===== src/sv/mstt_pkg.sv =====
`default_nettype none

package mstt_pkg;

  localparam int SLOT_COUNT = 16;
  localparam int SLOT_W     = $clog2(SLOT_COUNT);
  localparam int IDX_OUT_W  = 4;
  localparam int ID_W       = 31;
  localparam int TIME_W     = 48;
  localparam int DELAY_W    = 32;
  localparam int KIND_W     = 3;

  typedef enum logic [1:0] {
    OP_SET_ONCE     = 2'd0,
    OP_SET_PERIODIC = 2'd1,
    OP_CLEAR        = 2'd2,
    OP_TICK         = 2'd3
  } opcode_t;

  typedef enum logic [KIND_W-1:0] {
    RK_ASSIGNED = 3'd0,
    RK_FULL     = 3'd1,
    RK_CLEARED  = 3'd2,
    RK_FIRED    = 3'd3,
    RK_NONE     = 3'd4
  } result_kind_t;

  typedef enum logic [2:0] {
    ST_IDLE,
    ST_SET,
    ST_CLR,
    ST_CLR_OUT,
    ST_TSCAN,
    ST_TFIRE
  } state_t;

  typedef struct packed {
    logic [ID_W-1:0]   id;
    logic [ID_W-1:0]   period;
    logic [TIME_W-1:0] fire;
  } entry_t;

  // Add a 31-bit offset to a 48-bit time, saturating at all ones.
  function automatic logic [TIME_W-1:0] add_sat48(input logic [TIME_W-1:0] a,
                                                   input logic [ID_W-1:0] b);
    logic [TIME_W:0] s;
    s = {1'b0, a} + (TIME_W+1)'(b);
    return s[TIME_W] ? {TIME_W{1'b1}} : s[TIME_W-1:0];
  endfunction

endpackage

`default_nettype wire


===== src/sv/multi_slot_timer_table_top.sv =====
`default_nettype none

// Timer slot table with sixteen one-shot or periodic slots. Issue a command by
// raising start with opcode, delay_value, clear_id and now_time while busy is
// low; the transfer happens at that clock edge. Results come out one per cycle
// on result_strobe and cannot be held off, so the receiver must take every
// strobed cycle; last marks the final result of a command and any_active shows
// whether any slot is still armed once the whole command is done. A set writes
// its slot in ST_SET and answers through the output registers. A clear and a
// tick walk the slot memory one entry per cycle through its single read port;
// a clear stops at the matching id, and a tick makes a second walk only when
// slots have expired: the first finds them and settles any_active, the second
// reports them and re-arms periodic slots. Busy drops in the cycle the last
// result is on the ports.

module multi_slot_timer_table_top
  import mstt_pkg::*;
(
  input  wire                     clk,
  input  wire                     rst,
  input  wire                     start,
  output logic                    busy,
  input  wire  [1:0]              opcode,
  input  wire  signed [DELAY_W-1:0] delay_value,
  input  wire  [ID_W-1:0]         clear_id,
  input  wire  [TIME_W-1:0]       now_time,
  output logic                    result_strobe,
  output logic [KIND_W-1:0]       result_kind,
  output logic [ID_W-1:0]         timer_id,
  output logic [IDX_OUT_W-1:0]    slot_index,
  output logic                    any_active,
  output logic                    last
);

  // Slot memory: id, period and fire time; one write and one read port.
  entry_t mem [SLOT_COUNT];
  entry_t rd_q;
  logic   rd_en;
  logic [SLOT_W-1:0] rd_addr;
  logic   mem_we;
  logic [SLOT_W-1:0] wr_addr;
  entry_t wr_data;

  state_t state, state_next;

  // Per-slot flags live in flops so set and any_active need no memory read.
  logic [SLOT_COUNT-1:0] slot_active, slot_active_next;
  logic [SLOT_COUNT-1:0] slot_periodic, slot_periodic_next;
  logic [SLOT_COUNT-1:0] exp_mask, exp_mask_next;
  logic [ID_W-1:0]       id_counter, id_counter_next;

  // Command held for the length of the walk.
  opcode_t           op_q, op_q_next;
  logic [ID_W-1:0]   delay_q, delay_q_next;
  logic [ID_W-1:0]   cid_q, cid_q_next;
  logic [TIME_W-1:0] now_q, now_q_next;

  // Walk control: scan_idx is the address issued, chk_idx the one returning.
  logic [SLOT_W-1:0] scan_idx, scan_idx_next;
  logic              issue_on, issue_on_next;
  logic [SLOT_W-1:0] chk_idx;
  logic              chk_vld;

  logic                 strobe_next;
  result_kind_t         kind_next;
  logic [ID_W-1:0]      tid_next;
  logic [IDX_OUT_W-1:0] sidx_next;
  logic                 any_next;
  logic                 last_next;

  logic [SLOT_W-1:0]     free_idx;
  logic [SLOT_COUNT-1:0] exp_upd;
  logic [SLOT_COUNT-1:0] exp_rest;
  logic [SLOT_COUNT-1:0] active_after;
  logic [TIME_W-1:0]     fire_sum;
  logic                  accept;

  localparam logic [SLOT_W-1:0] LAST_SLOT = SLOT_W'(SLOT_COUNT - 1);

  assign busy   = (state != ST_IDLE);
  assign accept = start && !busy;

  // Lowest free slot.
  always_comb begin
    free_idx = '0;
    for (int i = SLOT_COUNT - 1; i >= 0; i--) begin
      if (!slot_active[i]) begin
        free_idx = SLOT_W'(i);
      end
    end
  end

  always_ff @(posedge clk) begin
    if (mem_we) begin
      mem[wr_addr] <= wr_data;
    end
    if (rd_en) begin
      rd_q <= mem[rd_addr];
    end
  end

  always_ff @(posedge clk) begin
    if (rst) begin
      state <= ST_IDLE;
    end else begin
      state <= state_next;
    end
  end

  always_comb begin
    state_next         = state;
    slot_active_next   = slot_active;
    slot_periodic_next = slot_periodic;
    exp_mask_next      = exp_mask;
    id_counter_next    = id_counter;
    op_q_next          = op_q;
    delay_q_next       = delay_q;
    cid_q_next         = cid_q;
    now_q_next         = now_q;
    scan_idx_next      = scan_idx;
    issue_on_next      = issue_on;
    rd_en              = 1'b0;
    rd_addr            = scan_idx;
    mem_we             = 1'b0;
    wr_addr            = chk_idx;
    wr_data            = rd_q;
    strobe_next        = 1'b0;
    kind_next          = RK_NONE;
    tid_next           = '0;
    sidx_next          = '0;
    any_next           = 1'b0;
    last_next          = 1'b0;
    exp_upd            = exp_mask;
    exp_rest           = exp_mask;
    active_after       = slot_active;
    fire_sum           = add_sat48(rd_q.fire, rd_q.period);

    // Issue one read per cycle during a walk.
    if ((state == ST_CLR || state == ST_TSCAN || state == ST_TFIRE) && issue_on) begin
      rd_en         = 1'b1;
      scan_idx_next = scan_idx + 1'b1;
      issue_on_next = (scan_idx != LAST_SLOT);
    end

    case (state)
      ST_IDLE: begin
        if (accept) begin
          op_q_next     = opcode_t'(opcode);
          delay_q_next  = delay_value[DELAY_W-1] ? '0 : delay_value[ID_W-1:0];
          cid_q_next    = clear_id;
          now_q_next    = now_time;
          scan_idx_next = '0;
          exp_mask_next = '0;
          case (opcode_t'(opcode))
            OP_SET_ONCE, OP_SET_PERIODIC: begin
              issue_on_next = 1'b0;
              state_next    = ST_SET;
            end
            OP_CLEAR: begin
              issue_on_next = 1'b1;
              state_next    = ST_CLR;
            end
            default: begin
              issue_on_next = 1'b1;
              state_next    = ST_TSCAN;
            end
          endcase
        end
      end

      ST_SET: begin
        strobe_next = 1'b1;
        any_next    = 1'b1;
        last_next   = 1'b1;
        state_next  = ST_IDLE;
        if (&slot_active) begin
          kind_next = RK_FULL;
        end else begin
          mem_we                       = 1'b1;
          wr_addr                      = free_idx;
          wr_data.id                   = id_counter;
          wr_data.period               = delay_q;
          wr_data.fire                 = add_sat48(now_q, delay_q);
          slot_active_next[free_idx]   = 1'b1;
          slot_periodic_next[free_idx] = (op_q == OP_SET_PERIODIC);
          id_counter_next              = id_counter + 1'b1;
          kind_next                    = RK_ASSIGNED;
          tid_next                     = id_counter;
          sidx_next                    = IDX_OUT_W'(free_idx);
        end
      end

      ST_CLR: begin
        if (chk_vld && slot_active[chk_idx] && (rd_q.id == cid_q)) begin
          slot_active_next[chk_idx] = 1'b0;
          issue_on_next             = 1'b0;
          state_next                = ST_CLR_OUT;
        end else if (chk_vld && chk_idx == LAST_SLOT) begin
          state_next = ST_CLR_OUT;
        end
      end

      ST_CLR_OUT: begin
        strobe_next = 1'b1;
        kind_next   = RK_CLEARED;
        any_next    = |slot_active;
        last_next   = 1'b1;
        state_next  = ST_IDLE;
      end

      ST_TSCAN: begin
        if (chk_vld && slot_active[chk_idx] && (now_q >= rd_q.fire)) begin
          exp_upd[chk_idx] = 1'b1;
        end
        exp_mask_next = exp_upd;
        if (chk_vld && chk_idx == LAST_SLOT) begin
          // Drop expired one-shots now so any_active is known for every result.
          active_after     = slot_active & ~(exp_upd & ~slot_periodic);
          slot_active_next = active_after;
          if (exp_upd == '0) begin
            strobe_next = 1'b1;
            kind_next   = RK_NONE;
            any_next    = |slot_active;
            last_next   = 1'b1;
            state_next  = ST_IDLE;
          end else begin
            scan_idx_next = '0;
            issue_on_next = 1'b1;
            state_next    = ST_TFIRE;
          end
        end
      end

      ST_TFIRE: begin
        if (chk_vld && exp_mask[chk_idx]) begin
          exp_rest[chk_idx] = 1'b0;
          exp_mask_next     = exp_rest;
          strobe_next       = 1'b1;
          kind_next         = RK_FIRED;
          tid_next          = rd_q.id;
          sidx_next         = IDX_OUT_W'(chk_idx);
          any_next          = |slot_active;
          last_next         = (exp_rest == '0);
          if (slot_periodic[chk_idx]) begin
            // Advance by one period, never behind now.
            mem_we       = 1'b1;
            wr_addr      = chk_idx;
            wr_data.fire = (fire_sum < now_q) ? now_q : fire_sum;
          end
          if (exp_rest == '0) begin
            issue_on_next = 1'b0;
            state_next    = ST_IDLE;
          end
        end
      end

      default: begin
        state_next = ST_IDLE;
      end
    endcase
  end

  always_ff @(posedge clk) begin
    if (rst) begin
      slot_active   <= '0;
      slot_periodic <= '0;
      id_counter    <= ID_W'(1);
      issue_on      <= 1'b0;
      chk_vld       <= 1'b0;
      result_strobe <= 1'b0;
    end else begin
      slot_active   <= slot_active_next;
      slot_periodic <= slot_periodic_next;
      id_counter    <= id_counter_next;
      issue_on      <= issue_on_next;
      chk_vld       <= rd_en;
      result_strobe <= strobe_next;
    end
  end

  // Payload registers: no reset needed.
  always_ff @(posedge clk) begin
    exp_mask    <= exp_mask_next;
    op_q        <= op_q_next;
    delay_q     <= delay_q_next;
    cid_q       <= cid_q_next;
    now_q       <= now_q_next;
    scan_idx    <= scan_idx_next;
    chk_idx     <= rd_addr;
    result_kind <= kind_next;
    timer_id    <= tid_next;
    slot_index  <= sidx_next;
    any_active  <= any_next;
    last        <= last_next;
  end

  // A set always answers as the last result, registered out of ST_SET.
  a_set_answers: assert property (@(posedge clk) disable iff (rst)
    (accept && (opcode == OP_SET_ONCE || opcode == OP_SET_PERIODIC))
      |-> ##2 (result_strobe && last))
    else $error("set did not answer in two cycles");

  // Results only come from a command in flight.
  a_strobe_busy: assert property (@(posedge clk) disable iff (rst)
    result_strobe |-> $past(busy))
    else $error("result with no command in flight");

  // A full table means every slot is armed.
  a_full_active: assert property (@(posedge clk) disable iff (rst)
    (result_strobe && result_kind == RK_FULL) |-> any_active)
    else $error("table full reported with no active slot");

  // A fired result always refers to a slot still being walked in the fire pass.
  a_fire_walk: assert property (@(posedge clk) disable iff (rst)
    (result_strobe && result_kind == RK_FIRED) |-> $past(state == ST_TFIRE))
    else $error("fired result outside the fire pass");

endmodule

`default_nettype wire

===== config.mk =====
export PLATFORM = sky130hd
export DESIGN_NAME = multi_slot_timer_table_top
export DESIGN_NICKNAME = d
export VERILOG_FILES = /design/src/sv/mstt_pkg.sv /design/src/sv/multi_slot_timer_table_top.sv
export SDC_FILE = /design/constraint.sdc
export NUM_CORES = 2
export LEC_CHECK = 0
export BUFFER_PORTS_ARGS = -buffer_cell sky130_fd_sc_hd__buf_4
export CORE_ASPECT_RATIO = 0.9
export CORE_UTILIZATION = 45
export CTS_BUF_LIST = sky130_fd_sc_hd__clkbuf_16
export DETAILED_ROUTE_END_ITERATION = 8
export GPL_ROUTABILITY_DRIVEN = 0
export MAX_ROUTING_LAYER = met4
export PLACE_DENSITY = 0.59
export SYNTH_ARGS = -nofsm -noshare
export SYNTH_HDL_FRONTEND = slang
export SYNTH_SLANG_ARGS = --single-unit

===== constraint.sdc =====
create_clock -name clk -period 15.2 [get_ports clk]
set_input_delay 0 -clock clk [delete_from_list [all_inputs] [get_ports clk]]
set_output_delay 0 -clock clk [all_outputs]
set_load 0.005 [all_outputs]

==> results_dict.tcl <==
set metrics [dict create \
    min_period_ns 8.33 \
    cts_made_buffers 210 \
    cts.clk_slew.worst_paths_ns 0.06 \
    synth_top_flop_cell "edfxtp_1" \
    arrival_ns 8.80 \
    dp_hpwl_um 132000 \
    antenna_found_initial 6 \
    grt_setup_unrepaired "no" \
    clk_root_buffer_cell "clkbuf_16" \
    leakage_nw 33.5 \
    die-width_um 470 \
    synth_most_common_cell "edfxtp_1" \
    power_density_nw_per_um2 144 \
    hold_end "state[0]$_SDFFE_PP0P_" \
    grt_usage_pct 24.8 \
    syn_nets 5204 \
    max_cap_violations 0 \
    grt_pass1_wl_um 348000 \
    die_area_um2 199000 \
    r2r_cells 21 \
    synth-seq-area-share_pct 70.1 \
    worst_setup_path_end_kind "flop" \
    syn2layout_area_growth_pct 15.4 \
    period_share_pct 54.8 \
    fin_nets 5658 \
    switching_share_pct 26.9 \
    clock.fmax_mhz 120 \
    min_delay_path_depth 5 \
    slew_headroom_pct 12.7 \
    hold_viol 0 \
    cp_max_fo 48 \
    drt_iter0_drc 5833 \
    vias_per_cell 6.04 \
    synth_edf_count 1998 \
    core_area_um2 196000 \
    portBuffers 157 \
    post_cts_buffers 0 \
    ir_drop_mv 0.0912 \
    final.setup_skew_ns 0.0747 \
    p_clk_share_pct 34.5 \
    ys_warn_count 0 \
    core.rowCount 154 \
    p_switching_w 0.00397 \
    worstPathRequired_ns 15.67 \
    route.detailed.drc 0 \
    dr_total_vias 49100 \
    grt_pass1_vias 49200 \
    seq_area_um2 62400 \
    async_reset_ff_share_pct 0 \
    min_path_type "primary input to flop" \
    drv_slew 0 \
    die_h_um 424 \
    crit_type "flop to flop" \
    internal_power_w 0.0108 \
    fillers 15500 \
    yosysTopAreaCell "edfxtp_1" \
    p_comb_share_pct 16.9 \
    seqPwrFrac_pct 48.6 \
    wl_per_cell_um 29.4 \
    syn-cell-area_um2 88900 \
    synth_area_leaders "edfxtp_1 67%, mux4_2 14%, dfxtp_1 2.6%" \
    hold_start "opcode[1]" \
    status "finished, final reports clean" \
    grt_max_degree 135 \
    grt-ovfl-total 0 \
    cts_tree "done" \
    clock-sinks 2115 \
    tightest_slew_ns 1.30 \
    ioPinCount 158 \
    utilization_pct 52.3 \
    r2r-end "mem[7][32]$_DFFE_PP_" \
    power_w 0.0148 \
    synth_cell_types 101 \
    synth_top_area_share_pct 67.5 \
    clock_path_buffers 3 \
    multi_input_area_um2 25200 \
    clk_latency_ns 0.89 \
    r2r_slack_ns 6.87 \
    r2r_start "rd_q[0]$_DFFE_PP_" \
    syn_inst 4927 \
    drive_gt1_share_pct 21.5 \
    dr.pass1.iters 6 \
    drt-total-wl_um 239000 \
    finalSetupViolCount 0 \
    yosys-top-cells-count "1998 x edfxtp_1, 564 x mux4_2, 389 x nand2_1, 164 x nor2_1, 159 x ha_1" \
    synth_area_per_cell_um2 18.0 \
    antenna_left 0 \
    htreeDepth 4 \
    setup_tns_ns 0 \
    initial_core_util_pct 45.4 \
    critPathLaunchType "flop" \
    synth-seq-cells 2115 \
]
[sequential cells by signal (all words and copies together) (netlist names), 2 cells and up]
name,cells
now_q,48
mem,1760
rd_addr,4
slot_index,4
cid_q,31
delay_q,31
rd_q,110
chk_idx,4
slot_active,16
state,3
id_counter,31
exp_mask,16
slot_periodic,16
op_q,2
timer_id,31
result_kind,3
[timing repair]
action                    in CTS  in global routing
hold endpoints to repair     208                  0
hold buffers                 249                  0
gates resized for setup        0                  0
[cell type report]
type                            instances  area share [%]
Antenna cell                            6          0.0146
Inverter                              122           0.447
Sequential cell                      2115            60.8
Multi-Input combinational cell       2445            24.6
Tap cell                             2574            3.14
Clock inverter                        172            1.35
Timing Repair Buffer                  487            4.38
Clock buffer                          216            5.27
[worst max-delay path by stage]
stage	start	end	slack [ns]	depth (start not counted)
after floorplan	state[1]$_SDFFE_PP0P_	issue_on$_SDFF_PP0_	7.92	8
after global placement	rd_q[0]$_DFFE_PP_	mem[0][40]$_DFFE_PP_	7.12	21
after detailed placement	rd_q[0]$_DFFE_PP_	mem[2][40]$_DFFE_PP_	6.96	21
after CTS	rd_q[0]$_DFFE_PP_	mem[4][40]$_DFFE_PP_	6.88	21
after global routing	rd_q[0]$_DFFE_PP_	mem[6][32]$_DFFE_PP_	6.41	21
final	rd_q[0]$_DFFE_PP_	mem[7][32]$_DFFE_PP_	6.87	21
[power by group through the flow]
stage / sequential, W / combinational, W / clock, W
2_1_floorplan: 0.00720 / 0.00166 / 0
3_3_place_gp: 0.00729 / 0.00240 / 0
3_5_place_dp: 0.00730 / 0.00243 / 0
4_1_cts: 0.00718 / 0.00249 / 0.00518
5_1_grt: 0.00719 / 0.00269 / 0.00540
6_report: 0.00718 / 0.00249 / 0.00509
[per-stage QoR]
stage          area [um^2]  instances  hold WS [ns]  worst slack (ns)
2_1_floorplan        88900       4927        0.0989              7.92
3_3_place_gp         93300       7494         0.178              7.12
5_1_grt             103000       8132         0.102              6.41
6_report            103000       8137         0.126              6.87
4_1_cts             103000       8131        0.0560              6.88
3_5_place_dp         93300       7494         0.179              6.96
[kinds of logic after synthesis]
| logic type | after synthesis | share of synthesized area (%) |
|---|---|---|
| simple gates | 906 | 4.88 |
| mux | 612 | 14.8 |
| xor+xnor | 114 | 1.12 |
| compound gates | 652 | 5.05 |
| buf+inv | 367 | 1.69 |
| flops | 2115 | 70.1 |
| fa+ha+maj | 161 | 2.28 |
[metal layers]
metal  wire, um  global-route usage, %  vias up
li1           -                      -    20900
met1     103000                   34.5    26000
met2     114000                   38.2     1864
met3      16900                   4.00      328
met4       5450                   6.21        0
met5          0                      -        -
[critical path, cell delays in order, from the launching register on]
cell and delay [ns]:
edfxtp_1 0.42, ha_1 0.27, fa_1 0.44, a211oi_1 0.28, o21ai_1 0.23, o211ai_2 0.33, nand3_2 0.24, nand3_4 0.20
a21o_2 0.78, nand2_1 0.19, o21a_1 0.23, ha_1 0.30, nand4_1 0.18, nor4_2 0.44, nand4_1 0.17, a21oi_1 0.19
nand3_1 0.16, o2111ai_1 0.50, or2_2 0.67, buf_4 0.55, mux2i_1 0.14, o221ai_1 0.98
[cell usage in the layout, fill, tap and decap left out, types with 18 or more instances in the layout]
cell	n
buf_4	221
nor2b_1	46
ha_1	159
nand4_1	63
o211ai_1	43
a21o_1	78
clkinv_2	48
a211oi_1	26
nand3_1	52
a31oi_1	23
a21oi_1	135
mux2i_1	39
o21ai_0	129
xor2_1	43
nand2b_1	23
inv_1	164
dfxtp_1	113
nor3_1	48
nor4_1	18
a22o_1	35
nand2_1	388
mux4_2	564
nor2_1	146
clkinv_1	43
and4_1	18
edfxtp_1	1998
dlygate4sd3_1	249
xnor2_1	71
clkbuf_16	216
No activity file was read; power rests on OpenSTA's default activity.
